### src/rtl/cobs_enc_pkg.sv
// Shared types, constants and helpers (block close, write append) for the COBS frame encoder.
package cobs_enc_pkg;

  localparam int unsigned MAX_FRAME_BYTES = 1024;
  localparam int unsigned CapW            = 11;
  localparam int unsigned AddrW           = 10;

  localparam logic [7:0]      FULL_BLOCK  = 8'hFE;
  localparam logic [CapW-1:0] CAP_RESET   = CapW'(1024);
  localparam logic [CapW-1:0] CAP_MAX     = CapW'(MAX_FRAME_BYTES);

  typedef enum logic [1:0] {
    OP_START = 2'd0,
    OP_DATA  = 2'd1,
    OP_END   = 2'd2
  } cobs_op_e;

  typedef enum logic [1:0] {
    MODE_RUNNING = 2'd0,
    MODE_DONE    = 2'd1,
    MODE_FAIL    = 2'd2
  } cobs_mode_e;

  typedef struct packed {
    logic [CapW-1:0] bs;   // block start
    logic [7:0]      bl;   // block length
    cobs_mode_e      md;
  } enc_state_t;

  // Up to two memory writes plus the fields common to all results of an item.
  typedef struct packed {
    logic [1:0]       cnt;
    logic [AddrW-1:0] addr0;
    logic [7:0]       data0;
    logic [AddrW-1:0] addr1;
    logic [7:0]       data1;
    logic             acc;
    cobs_mode_e       md;
    logic [CapW-1:0]  flen;
  } res_pair_t;

  typedef struct packed {
    enc_state_t      st;
    logic            ok;
    logic [AddrW-1:0] addr;
    logic [7:0]      data;
  } close_t;

  // Close the open block: code byte at its start, then open a new block; fail if the block end reaches the capacity.
  function automatic close_t close_blk(input enc_state_t st, input logic [CapW-1:0] cap);
    close_t          r;
    logic [CapW-1:0] top;
    r      = '0;
    r.st   = st;
    top    = st.bs + CapW'(st.bl);
    if (st.md != MODE_RUNNING) begin
      r.ok = 1'b0;
    end else if (top >= cap) begin
      r.st.md = MODE_FAIL;
    end else begin
      r.ok    = 1'b1;
      r.addr  = st.bs[AddrW-1:0];
      r.data  = st.bl + 8'd1;
      r.st.bs = top + CapW'(1);
      r.st.bl = '0;
    end
    return r;
  endfunction

  // Append one write to the result pair.
  function automatic res_pair_t push_wr(input res_pair_t p, input logic [AddrW-1:0] a,
                                        input logic [7:0] d);
    res_pair_t r;
    r = p;
    if (p.cnt == 2'd0) begin
      r.addr0 = a;
      r.data0 = d;
    end else begin
      r.addr1 = a;
      r.data1 = d;
    end
    r.cnt = p.cnt + 2'd1;
    return r;
  endfunction

endpackage

### src/rtl/cobs_enc_step.sv
// Encoder state registers and the single-pass update for one item.
module cobs_enc_step
  import cobs_enc_pkg::*;
(
  input  logic            clk_i,
  input  logic            rst_ni,
  input  logic            load_i,
  input  logic [CapW-1:0] cap_i,
  input  logic [1:0]      op_i,
  input  logic [7:0]      byte_i,
  output res_pair_t       pair_o
);

  enc_state_t      state_q, state_d;
  enc_state_t      st;
  res_pair_t       p;
  close_t          c1, c2;
  logic            ok;
  logic [CapW-1:0] idx;

  always_comb begin
    st  = state_q;
    p   = '0;
    c1  = '0;
    c2  = '0;
    ok  = 1'b0;
    idx = st.bs + CapW'(st.bl) + CapW'(1);
    unique case (op_i)
      OP_START: begin
        st.md = MODE_RUNNING;
        if (cap_i == '0) begin
          st.md = MODE_FAIL;
        end else begin
          st.bs = '0;
          st.bl = '0;
        end
      end
      OP_DATA: begin
        if (st.md == MODE_RUNNING) begin
          ok = 1'b1;
          // full block: close with code 0xFF before placing the byte
          if (st.bl >= FULL_BLOCK) begin
            c1 = close_blk(st, cap_i);
            st = c1.st;
            ok = c1.ok;
            if (c1.ok) p = push_wr(p, c1.addr, c1.data);
          end
          if (ok) begin
            if (byte_i == 8'd0) begin
              c2 = close_blk(st, cap_i);
              st = c2.st;
              ok = c2.ok;
              if (c2.ok) p = push_wr(p, c2.addr, c2.data);
            end else begin
              idx = st.bs + CapW'(st.bl) + CapW'(1);
              if (idx >= cap_i) begin
                st.md = MODE_FAIL;
                ok    = 1'b0;
              end else begin
                p     = push_wr(p, idx[AddrW-1:0], byte_i);
                st.bl = st.bl + 8'd1;
              end
            end
          end
        end
      end
      OP_END: begin
        if (st.md == MODE_RUNNING) begin
          c1 = close_blk(st, cap_i);
          st = c1.st;
          if (c1.ok) begin
            p     = push_wr(p, c1.addr, c1.data);
            st.md = MODE_DONE;
            idx   = st.bs + CapW'(st.bl);
            if (idx >= cap_i) begin
              st.md = MODE_FAIL;
            end else begin
              p = push_wr(p, idx[AddrW-1:0], 8'd0);
            end
          end
        end
      end
      default: begin
        st = state_q;
      end
    endcase
    p.acc   = ok;
    p.md    = st.md;
    p.flen  = st.bs + CapW'(st.bl) + CapW'(1);
    state_d = st;
  end

  assign pair_o = p;

  always_ff @(posedge clk_i or negedge rst_ni) begin
    if (!rst_ni) begin
      state_q <= '{bs: '0, bl: '0, md: MODE_RUNNING};
    end else if (load_i) begin
      state_q <= state_d;
    end
  end

endmodule

### src/rtl/cobs_enc_outq.sv
// Result register: holds one item's results and hands them out one at a time.
module cobs_enc_outq
  import cobs_enc_pkg::*;
(
  input  logic             clk_i,
  input  logic             rst_ni,
  input  logic             load_i,
  input  res_pair_t        pair_i,
  output logic             free_o,
  output logic             out_valid_o,
  input  logic             out_stall_i,
  output logic             write_enable_o,
  output logic [AddrW-1:0] write_address_o,
  output logic [7:0]       write_data_o,
  output logic             accepted_o,
  output logic [1:0]       mode_o,
  output logic [CapW-1:0]  frame_length_o,
  output logic             last_o
);

  res_pair_t res_q;
  logic      valid_q, valid_d;
  logic      sel_q, sel_d;
  logic      pop, pop_last;

  assign out_valid_o     = valid_q;
  assign last_o          = sel_q || (res_q.cnt < 2'd2);
  assign write_enable_o  = sel_q || (res_q.cnt != 2'd0);
  assign write_address_o = sel_q ? res_q.addr1 :
                           ((res_q.cnt != 2'd0) ? res_q.addr0 : '0);
  assign write_data_o    = sel_q ? res_q.data1 :
                           ((res_q.cnt != 2'd0) ? res_q.data0 : '0);
  assign accepted_o      = res_q.acc;
  assign mode_o          = res_q.md;
  assign frame_length_o  = res_q.flen;

  assign pop      = valid_q && !out_stall_i;
  assign pop_last = pop && last_o;
  assign free_o   = !valid_q || pop_last;

  always_comb begin
    valid_d = valid_q;
    sel_d   = sel_q;
    if (load_i) begin
      valid_d = 1'b1;
      sel_d   = 1'b0;
    end else if (pop_last) begin
      valid_d = 1'b0;
      sel_d   = 1'b0;
    end else if (pop) begin
      sel_d = 1'b1;   // advance to the second write
    end
  end

  always_ff @(posedge clk_i or negedge rst_ni) begin
    if (!rst_ni) begin
      valid_q <= 1'b0;
      sel_q   <= 1'b0;
    end else begin
      valid_q <= valid_d;
      sel_q   <= sel_d;
    end
  end

  always_ff @(posedge clk_i) begin
    if (load_i) res_q <= pair_i;
  end

endmodule

### src/rtl/cobs_frame_encoder_core.sv
// Top level of the COBS frame encoder: input register, capacity register, glue.
//
//   channel  direction  handshake                 payload
//   in       input      in_valid_i / in_stall_o   opcode_i, data_byte_i
//   out      output     out_valid_o / out_stall_i write_*_o, accepted_o, mode_o,
//                                                 frame_length_o, last_o
//   cfg      input      cfg_we_i                  cfg_wdata_i (buffer capacity)
//
// An item is registered on entry into the input register, then encoded into the result
// register once that register is free.
// Items giving one result flow at one per cycle while the output does not stall; an item
// with two writes holds the result register until both are taken, the output port being the limit.
// Reset clears the encoder state to running with an empty frame, capacity 1024.
// An output stall holds the result register and backs up into the input register.
module cobs_frame_encoder_core
  import cobs_enc_pkg::*;
(
  input  logic             clk_i,
  input  logic             rst_ni,
  input  logic             cfg_we_i,
  input  logic [CapW-1:0]  cfg_wdata_i,
  input  logic             in_valid_i,
  output logic             in_stall_o,
  input  logic [1:0]       opcode_i,
  input  logic [7:0]       data_byte_i,
  output logic             out_valid_o,
  input  logic             out_stall_i,
  output logic             write_enable_o,
  output logic [AddrW-1:0] write_address_o,
  output logic [7:0]       write_data_o,
  output logic             accepted_o,
  output logic [1:0]       mode_o,
  output logic [CapW-1:0]  frame_length_o,
  output logic             last_o
);

  logic [CapW-1:0] cap_q, cap_eff;
  logic            in_valid_q, in_valid_d;
  logic [1:0]      op_q;
  logic [7:0]      byte_q;
  logic            accept, load, free;
  res_pair_t       pair;

  assign cap_eff    = (cap_q > CAP_MAX) ? CAP_MAX : cap_q;
  assign load       = in_valid_q && free;
  assign in_stall_o = in_valid_q && !load;
  assign accept     = in_valid_i && !in_stall_o;

  always_comb begin
    in_valid_d = in_valid_q;
    if (accept)    in_valid_d = 1'b1;
    else if (load) in_valid_d = 1'b0;
  end

  always_ff @(posedge clk_i or negedge rst_ni) begin
    if (!rst_ni) begin
      in_valid_q <= 1'b0;
      cap_q      <= CAP_RESET;
    end else begin
      in_valid_q <= in_valid_d;
      if (cfg_we_i) cap_q <= cfg_wdata_i;
    end
  end

  always_ff @(posedge clk_i) begin
    if (accept) begin
      op_q   <= opcode_i;
      byte_q <= data_byte_i;
    end
  end

  cobs_enc_step u_step (
    .clk_i  (clk_i),
    .rst_ni (rst_ni),
    .load_i (load),
    .cap_i  (cap_eff),
    .op_i   (op_q),
    .byte_i (byte_q),
    .pair_o (pair)
  );

  cobs_enc_outq u_outq (
    .clk_i           (clk_i),
    .rst_ni          (rst_ni),
    .load_i          (load),
    .pair_i          (pair),
    .free_o          (free),
    .out_valid_o     (out_valid_o),
    .out_stall_i     (out_stall_i),
    .write_enable_o  (write_enable_o),
    .write_address_o (write_address_o),
    .write_data_o    (write_data_o),
    .accepted_o      (accepted_o),
    .mode_o          (mode_o),
    .frame_length_o  (frame_length_o),
    .last_o          (last_o)
  );

`ifndef SYNTHESIS
  // the first of two results is always a memory write
  a_first_writes: assert property (@(posedge clk_i) disable iff (!rst_ni)
    out_valid_o && !last_o |-> write_enable_o)
    else $error("first of two results carries no write");

  // a second result always follows a non-final one
  a_second_follows: assert property (@(posedge clk_i) disable iff (!rst_ni)
    out_valid_o && !last_o |=> out_valid_o)
    else $error("second result of an item missing");

  // input stalls only behind a held result
  a_stall_cause: assert property (@(posedge clk_i) disable iff (!rst_ni)
    in_stall_o |-> out_valid_o && in_valid_q)
    else $error("input stalled with empty result register");
`endif

endmodule

### config.mk
export PLATFORM = sky130hd
export DESIGN_NAME = cobs_frame_encoder_core
export DESIGN_NICKNAME = d
export VERILOG_FILES = /design/src/rtl/cobs_enc_pkg.sv /design/src/rtl/cobs_enc_step.sv /design/src/rtl/cobs_enc_outq.sv /design/src/rtl/cobs_frame_encoder_core.sv
export SDC_FILE = /design/constraint.sdc
export NUM_CORES = 1
export LEC_CHECK = 0
export BUFFER_PORTS_ARGS = -buffer_cell sky130_fd_sc_hd__buf_2
export CAP_MARGIN = 10
export CORE_UTILIZATION = 40
export CTS_BUF_LIST = sky130_fd_sc_hd__clkbuf_4 sky130_fd_sc_hd__clkbuf_8
export CTS_CLUSTER_DIAMETER = 120
export DETAILED_ROUTE_END_ITERATION = 16
export GPL_ROUTABILITY_DRIVEN = 1
export SETUP_SLACK_MARGIN = 0.5
export SYNTH_ARGS = -nofsm -noshare
export SYNTH_HDL_FRONTEND = slang
export SYNTH_SLANG_ARGS = --single-unit
### constraint.sdc
create_clock -name clk_i -period 14.5 [get_ports clk_i]
set_clock_uncertainty 0.2 [all_clocks]
set_input_delay 1.45 -clock clk_i [delete_from_list [all_inputs] [get_ports clk_i]]
set_output_delay 1.45 -clock clk_i [all_outputs]
set_load 0.02 [all_outputs]
==> impl_summary.log, run 1 <==
INFO  metric detailedRoute.firstPassIterationCount = 5
INFO  metric worst_slew_pin_slew = between 1 and 1.5 ns
INFO  metric setup_total_negative_slack = 0 ns
INFO  metric detail_route.vias_per_cell = 5.88
INFO  metric yosys_warnings = 0
INFO  metric vdd_ir_drop_max = 0.0571 mV
INFO  metric pwr-share-clk = 14.3%
INFO  metric worst_setup_hold_path_clk_slew = 0.11 ns
INFO  metric source_to_sink_clock_delay_at_the_later_pin_of_the_worst_skew_pair = 0.41 ns
INFO  metric finalWorstSetupSlack = 2.04 ns
INFO  metric p_int = 0.000725 W
INFO  metric grt_usage = roughly 24%
INFO  metric mappedNetlistNets = 1068
INFO  metric port-buffer-count = 61
INFO  metric antenna_cells = 0
INFO  metric yosys_register_bits = between 90 and 100
INFO  metric worst-endpoint-arrival = 12.42 ns
INFO  metric pin_count_of_the_biggest_net_entering_global_routing = 70
INFO  metric cp-end-kind = flip-flop
INFO  metric pre_cts_ws = 2.37 ns
INFO  metric cts.htree.levels = 3
INFO  metric gr-usage-met1 = 34.1%
INFO  metric power.leakage = 4.15 nW
INFO  metric grt.met3_usage = a little under 4%
INFO  metric number_of_distinct_library_cells_after_synthesis = 85
INFO  metric critical_path_required = 14.46 ns
INFO  metric cts_inserted_buffers = 9
INFO  metric slew_headroom = 18.3%
INFO  metric min_period = approximately 12 ns
INFO  metric post-cts-setup-buffer-count = 0
INFO  metric drv_cap = 0
INFO  metric reg2reg_depth = 51
INFO  metric number_of_endpoints_failing_setup_at_the_final_stage = 0
INFO  metric whs_path_depth = 1
INFO  metric post-route-period-util = a little under nine tenths
INFO  metric std_cell_rows = 53
INFO  metric syn_avg_cell_area = between 8 and 9 um2
INFO  metric synth_edf_count = 62
INFO  metric p_sw_share = 48.2%
INFO  metric timing.critical_path.slowest_stage_cell = sky130_fd_sc_hd__clkinv_1
INFO  metric cts_hold_buf = 0
INFO  metric grt_busiest_layer = met2
INFO  metric hold_ws = 0.340 ns
INFO  metric syn-instance-count = about 950
INFO  metric maxClockFrequency = 80.3 MHz
INFO  metric cts_resized = 0
INFO  metric switching_power = 0.000675 W
INFO  metric drc_errors = 0
INFO  metric routed_length_per_instance = between 20 and 25 um
INFO  metric layout.filler_cells = slightly above 2000
INFO  metric numClockSinks = 97
INFO  metric hpwlAfterDp = 19800 um
INFO  metric global_route.usage.met2 = 36.3%
INFO  metric share_seq_of_total_power = 28.5%
INFO  metric hold_violations = 0
INFO  metric postSynth.asyncResetShare = 36.1%
INFO  metric timing.critical_path.slowest_cell_delay = 0.70 ns
INFO  metric place.gp.congestion = about 0.98
INFO  metric netlist.top_cell.by_area = sky130_fd_sc_hd__edfxtp_1
INFO  metric reg2reg_slack = 2.04 ns
INFO  metric dr_total_vias = 7386
INFO  metric die_w = 148 um
INFO  metric fp.dieArea = 22000 um2
INFO  metric antenna_violations_before_repair = 0
INFO  metric synth_sequential_area_ratio = 32.0%
INFO  metric syn2layout_area_growth = 7.72%
INFO  metric first_global_vias = 6827
INFO  metric areal_power_density_over_the_cells = 152 nW/um2
INFO  metric cts_tree = yes
INFO  metric area_used_by_multi_input_combinational_logic = 5360 um2
INFO  metric drv_slew = 0
INFO  metric layout.cells.most_common = sky130_fd_sc_hd__nand2_1
INFO  metric synth_top_area_share = 21.8%
INFO  metric unrepaired_setup_endpoints_after_global_routing = no
INFO  metric class_of_the_most_critical_hold_timing_path = reg -> reg
INFO  metric nets = 1094
INFO  metric status = finished clean
INFO  metric routed_wirelength = about 26000 um
INFO  metric clock_tree_buf_depth = 2
INFO  metric criticalPathCategory = reg -> reg
INFO  metric ant_nets = 0
INFO  metric grt_pass1_wl = 39800 um
INFO  metric design.core.area = 21000 um2
INFO  metric initial_core_util = 40.7%
INFO  metric layout.cells.most_common_list = 106 x sky130_fd_sc_hd__nand2_1, 87 x sky130_fd_sc_hd__ha_1, 77 x sky130_fd_sc_hd__o21ai_0, 62 x sky130_fd_sc_hd__edfxtp_1, 61 x sky130_fd_sc_hd__buf_2
INFO  metric drive_gt1_share = 12.5%
INFO  metric top_level_port_count = 62
INFO  metric synthTopCellsByArea = sky130_fd_sc_hd__edfxtp_1 22%, sky130_fd_sc_hd__ha_1 13%, sky130_fd_sc_hd__dfrtp_1 9.9%
INFO  metric syn-cell-area = 8550 um2
INFO  metric cell_mode_on_critical_path = sky130_fd_sc_hd__ha_1
INFO  metric cts.root.buffer_cell = sky130_fd_sc_hd__clkbuf_8
INFO  metric ys_dominant_reg_cell = sky130_fd_sc_hd__edfxtp_1
INFO  metric die_height = 148 um
INFO  metric startpoint_type = flip-flop
INFO  metric p_comb_share = 57.2%
INFO  metric final-seq-area = 2740 um2
INFO  metric grt.overflow.total = 0
INFO  metric detail_route.iter0.violations = 669
INFO  metric timing.critical_path.fanout_max = 28
==> power by group through the flow <==
stage | Combinational [W] | Sequential (W) | Clock [W]
after global placement | 0.000785 | 0.000401 | 0
after detailed placement | 0.000786 | 0.000403 | 0
after global routing | 0.000874 | 0.000404 | 0.000214
after floorplan | 0.000574 | 0.000379 | 0
final | 0.000801 | 0.000399 | 0.000200
after CTS | 0.000791 | 0.000397 | 0.000205
==> registers in the layout, indices dropped and copies added (netlist names) <==
register / cells
u_outq.mode_o: 2
u_outq.frame_length_o: 11
u_outq.res_q: 38
u_outq.out_valid_o: 1
u_step.state_q: 21
byte_q: 8
u_outq.sel_q: 1
u_outq.accepted_o: 1
cap_q: 11
in_valid_q: 1
op_q: 2
==> path summary, 6_finish.rpt <==
kind / to / start
max: u_outq.frame_length_o[10] / u_step.state_q[2]
min: cap_q[6] / cap_q[6]
max reg2reg: u_outq.frame_length_o[10] / u_step.state_q[2]
min reg2reg: cap_q[6] / cap_q[6]
max in group asynchronous: u_step.state_q[4] / rst_ni
min in group asynchronous: u_step.state_q[20] / rst_ni
==> kinds of logic after synthesis <==
group / Yosys count / share of synthesized area [%]
muxes: 21 / 2.79
xor gates and xnor gates: 65 / 6.83
buffers and inverters: 106 / 5.35
AOI/OAI and AO/OA: 289 / 23.2
adders and majority gates: 91 / 13.7
and+or+nand+nor: 282 / 16.2
DFF: 97 / 32.0
==> worst max-delay path, delay by kind of cell, from the launching register on <==
kind	cells	cell delay (ns)
xor gates and xnor gates	4	0.85
buffers and inverters	4	0.90
muxes	1	0.28
and+or+nand+nor	18	3.97
DFF	1	0.57
adders and majority gates	8	2.58
AOI/OAI and AO/OA	16	2.83
==> cells in the mapped netlist (all sizes together) (4+ instances only) <==
| cell type | n |
|---|---|
| a211oi | 6 |
| a21o | 24 |
| a21oi | 47 |
| a22o | 39 |
| a22oi | 10 |
| a31oi | 10 |
| and2 | 16 |
| and3 | 15 |
| buf | 21 |
| clkbuf | 33 |
| dfrtp | 34 |
| edfxtp | 62 |
| fa | 4 |
| ha | 87 |
| inv | 50 |
| mux2 | 13 |
| mux2i | 8 |
| nand2 | 106 |
| nand2b | 12 |
| nand3 | 20 |
| nand4 | 6 |
| nor2 | 55 |
| nor2b | 18 |
| nor3 | 8 |
| nor3b | 4 |
| nor4 | 5 |
| o211ai | 8 |
| o21a | 9 |
| o21ai | 79 |
| o21bai | 8 |
| o22ai | 11 |
| o31ai | 5 |
| or2 | 5 |
| or3 | 4 |
| xnor2 | 35 |
| xor2 | 30 |
==> area by class of cell <==
| class | count | area share, % |
|---|---|---|
| clock buffers | 9 | 1.34 |
| clock inverters | 7 | 0.978 |
| inverters | 52 | 2.12 |
| multi-input cells | 748 | 58.1 |
| flip-flops and latches | 97 | 29.7 |
| well taps | 275 | 3.73 |
| repair buffers | 69 | 3.97 |
==> through the flow <==
stage | utilization (%) | cells | total power (W) | area [um2]
2_1_floorplan | - | 951 | 0.000954 | 8550
3_3_place_gp | 42.8 | 1241 | 0.00119 | 9000
3_5_place_dp | 42.8 | 1241 | 0.00119 | 9000
4_1_cts | 43.8 | 1257 | 0.00139 | 9210
5_1_grt | 43.8 | 1257 | 0.00149 | 9210
6_report | 43.8 | 1257 | 0.00140 | 9210
==> per-layer routing <==
metal | up-vias | wire [um]
li1 | 3511 | -
met1 | 3546 | 11900
met2 | 284 | 11200
met3 | 45 | 1950
met4 | 0 | 907
met5 | - | 0
(Power assumes the default switching activity.)
==> inputs of run 2 (changes only) <==
--- a/config.mk
+++ b/config.mk
@@ -8,7 +8,6 @@
 export BUFFER_PORTS_ARGS = -buffer_cell sky130_fd_sc_hd__buf_2
 export CAP_MARGIN = 10
 export CORE_UTILIZATION = 40
-export CTS_BUF_LIST = sky130_fd_sc_hd__clkbuf_4 sky130_fd_sc_hd__clkbuf_8
 export CTS_CLUSTER_DIAMETER = 120
 export DETAILED_ROUTE_END_ITERATION = 16
 export GPL_ROUTABILITY_DRIVEN = 1
==> impl_summary.log, run 2 (synthesis results as in run 1) <==
INFO  metric pin_count_of_the_biggest_net_entering_global_routing = 70
INFO  metric min_from = in_valid_q
INFO  metric die_w = 148 um
INFO  metric hold_violations = 0
INFO  metric class_of_the_most_critical_hold_timing_path = reg -> reg
INFO  metric port-buffer-count = between 60 and 70
INFO  metric timing.critical_path.fanout_max = 28
INFO  metric number_of_endpoints_failing_setup_at_the_final_stage = 0
INFO  metric maxClockFrequency = 80.8 MHz
INFO  metric unrepaired_setup_endpoints_after_global_routing = no
INFO  metric nets = 1094
INFO  metric antenna_violations_before_repair = 0
INFO  metric startpoint_type = flip-flop
INFO  metric vdd_ir_drop_max = 0.0673 mV
INFO  metric status = finished clean
INFO  metric routed_wirelength = roughly 26000 um
INFO  metric cts_hold_buf = 0
INFO  metric drv_slew = 0
INFO  metric timing.critical_path.slowest_stage_cell = sky130_fd_sc_hd__clkinv_1
INFO  metric top_level_port_count = 62
INFO  metric cts.root.buffer_cell = sky130_fd_sc_hd__clkbuf_16
INFO  metric antenna_cells = 0
INFO  metric post-cts-setup-buffer-count = 0
INFO  metric dr_total_vias = 7371
INFO  metric layout.filler_cells = just over 2000
INFO  metric drc_errors = 0
INFO  metric first_global_vias = 6780
INFO  metric post-route-period-util = 85.3%
INFO  metric ant_nets = 0
INFO  metric place.gp.congestion = 0.983
INFO  metric drv_cap = 0
INFO  metric power.leakage = 4.19 nW
INFO  metric cp-end-kind = flip-flop
INFO  metric detail_route.vias_per_cell = 5.86
INFO  metric slew_headroom = between 15 and 20%
INFO  metric die_height = 148 um
INFO  metric hpwlAfterDp = just under 20000 um
INFO  metric worstReg2RegStart = u_step.state_q[2]
INFO  metric dpl-instance-area = 9000 um2
INFO  metric std_cell_rows = 53
INFO  metric setup_total_negative_slack = 0 ns
INFO  metric initial_core_util = 40.7%
INFO  metric min_period = 12.37 ns
INFO  metric largestRegisters = u_outq.res_q x38, u_step.state_q x21
INFO  metric detail_route.iter0.violations = 776
INFO  metric detailedRoute.firstPassIterationCount = 5
INFO  metric reg_with_most_ffs = u_outq.res_q
INFO  metric worst_slew_pin_slew = 1.23 ns
INFO  metric critPathCapture = u_outq.frame_length_o[10]
INFO  metric largest_register_ffs = 38
INFO  metric clock_tree_buf_depth = 2
INFO  metric critical_path_required = 14.41 ns
INFO  metric cts_tree = yes
INFO  metric grt_usage = 24.2%
INFO  metric areal_power_density_over_the_cells = 157 nW/um2
INFO  metric numClockSinks = 97
INFO  metric worst_r2r_endpoint = u_outq.frame_length_o[10]
INFO  metric fp.dieArea = 22000 um2
INFO  metric cts_inserted_buffers = 9
INFO  metric cts_resized = 0
INFO  metric area_used_by_multi_input_combinational_logic = 5360 um2
INFO  metric criticalPathCategory = reg -> reg
INFO  metric grt_pass1_wl = roughly 40000 um
INFO  metric layout.cells.most_common = sky130_fd_sc_hd__nand2_1
INFO  metric syn2layout_area_growth = 8.91%
INFO  metric timing.critical_path.slowest_cell_delay = 0.69 ns
INFO  metric reg2reg_slack = 2.13 ns
INFO  metric final-seq-area = ~2700 um2
INFO  metric drive_gt1_share = 12.5%
INFO  metric worst-endpoint-arrival = ~12 ns
INFO  metric layout.cells.most_common_list = 106 x sky130_fd_sc_hd__nand2_1, 87 x sky130_fd_sc_hd__ha_1, 77 x sky130_fd_sc_hd__o21ai_0, 62 x sky130_fd_sc_hd__edfxtp_1, 61 x sky130_fd_sc_hd__buf_2
INFO  metric reg2reg_depth = 51
INFO  metric cell_mode_on_critical_path = sky130_fd_sc_hd__ha_1
INFO  metric cts.htree.levels = 3
INFO  metric finish.instance_area = slightly above 9000 um2
INFO  metric worst_setup_hold_path_clk_slew = 0.08 ns
INFO  metric grt.overflow.total = 0
INFO  metric design.core.area = about 21000 um2
INFO  metric routed_length_per_instance = 20.6 um
INFO  metric source_to_sink_clock_delay_at_the_later_pin_of_the_worst_skew_pair = 0.36 ns
INFO  metric worst_setup_path_startpoint = u_step.state_q[2]
run 2: routing by layer:
metal	vias to the layer above	wire [um]	global-route usage [%]
met3	45	1830	3.59
met2	279	11400	36.7
met1	3529	11900	34.6
li1	3518	-	-
met5	-	0	0
met4	0	829	9.23
run 2: worst min path at each step:
stage / cells after the start / endpoint / slack (ns)
floorplan: 1 / u_outq.out_valid_o / 0.27
finish: 1 / u_outq.out_valid_o / 0.33
detailed placement: 1 / cap_q[8] / 0.32
CTS: 1 / cap_q[8] / 0.34
global placement: 1 / u_outq.out_valid_o / 0.31
global route: 1 / cap_q[9] / 0.36
run 2: stage by stage:
step                std cells  total power [W]  hold slack (ns)  worst slack, ns  util [%]
floorplan                 951         0.000954            0.274             4.07         -
global placement         1241          0.00119            0.313             2.60      42.8
detailed placement       1241          0.00119            0.321             2.37      42.8
CTS                      1257          0.00145            0.338             2.31      44.3
global route             1257          0.00155            0.360             1.37      44.3
finish                   1257          0.00146            0.333             2.13      44.3
run 2: area by class of cell:
type                            count  share of cell area, %
Clock inverter                      7                  0.967
Multi-Input combinational cell    748                   57.5
Timing Repair Buffer               69                   3.92
Clock buffer                        9                   2.42
Tap cell                          275                   3.69
Inverter                           52                   2.10
Sequential cell                    97                   29.4
run 2: power breakdown:
part           switching [W]  internal, W
sequential         0.0000487     0.000351
clock               0.000121     0.000139
combinational       0.000509     0.000290
total               0.000679     0.000780
run 2: critical path, delay by kind of cell, from the launching register on:
family	cells	cell delay [ns]
multiplexers	1	0.28
AO/OA/AOI/OAI	16	2.95
buffers and inverters	4	0.89
AND/OR/NAND/NOR	18	3.81
adder cells (fa/ha/maj)	8	2.58
flip-flops	1	0.56
XOR/XNOR	4	0.83
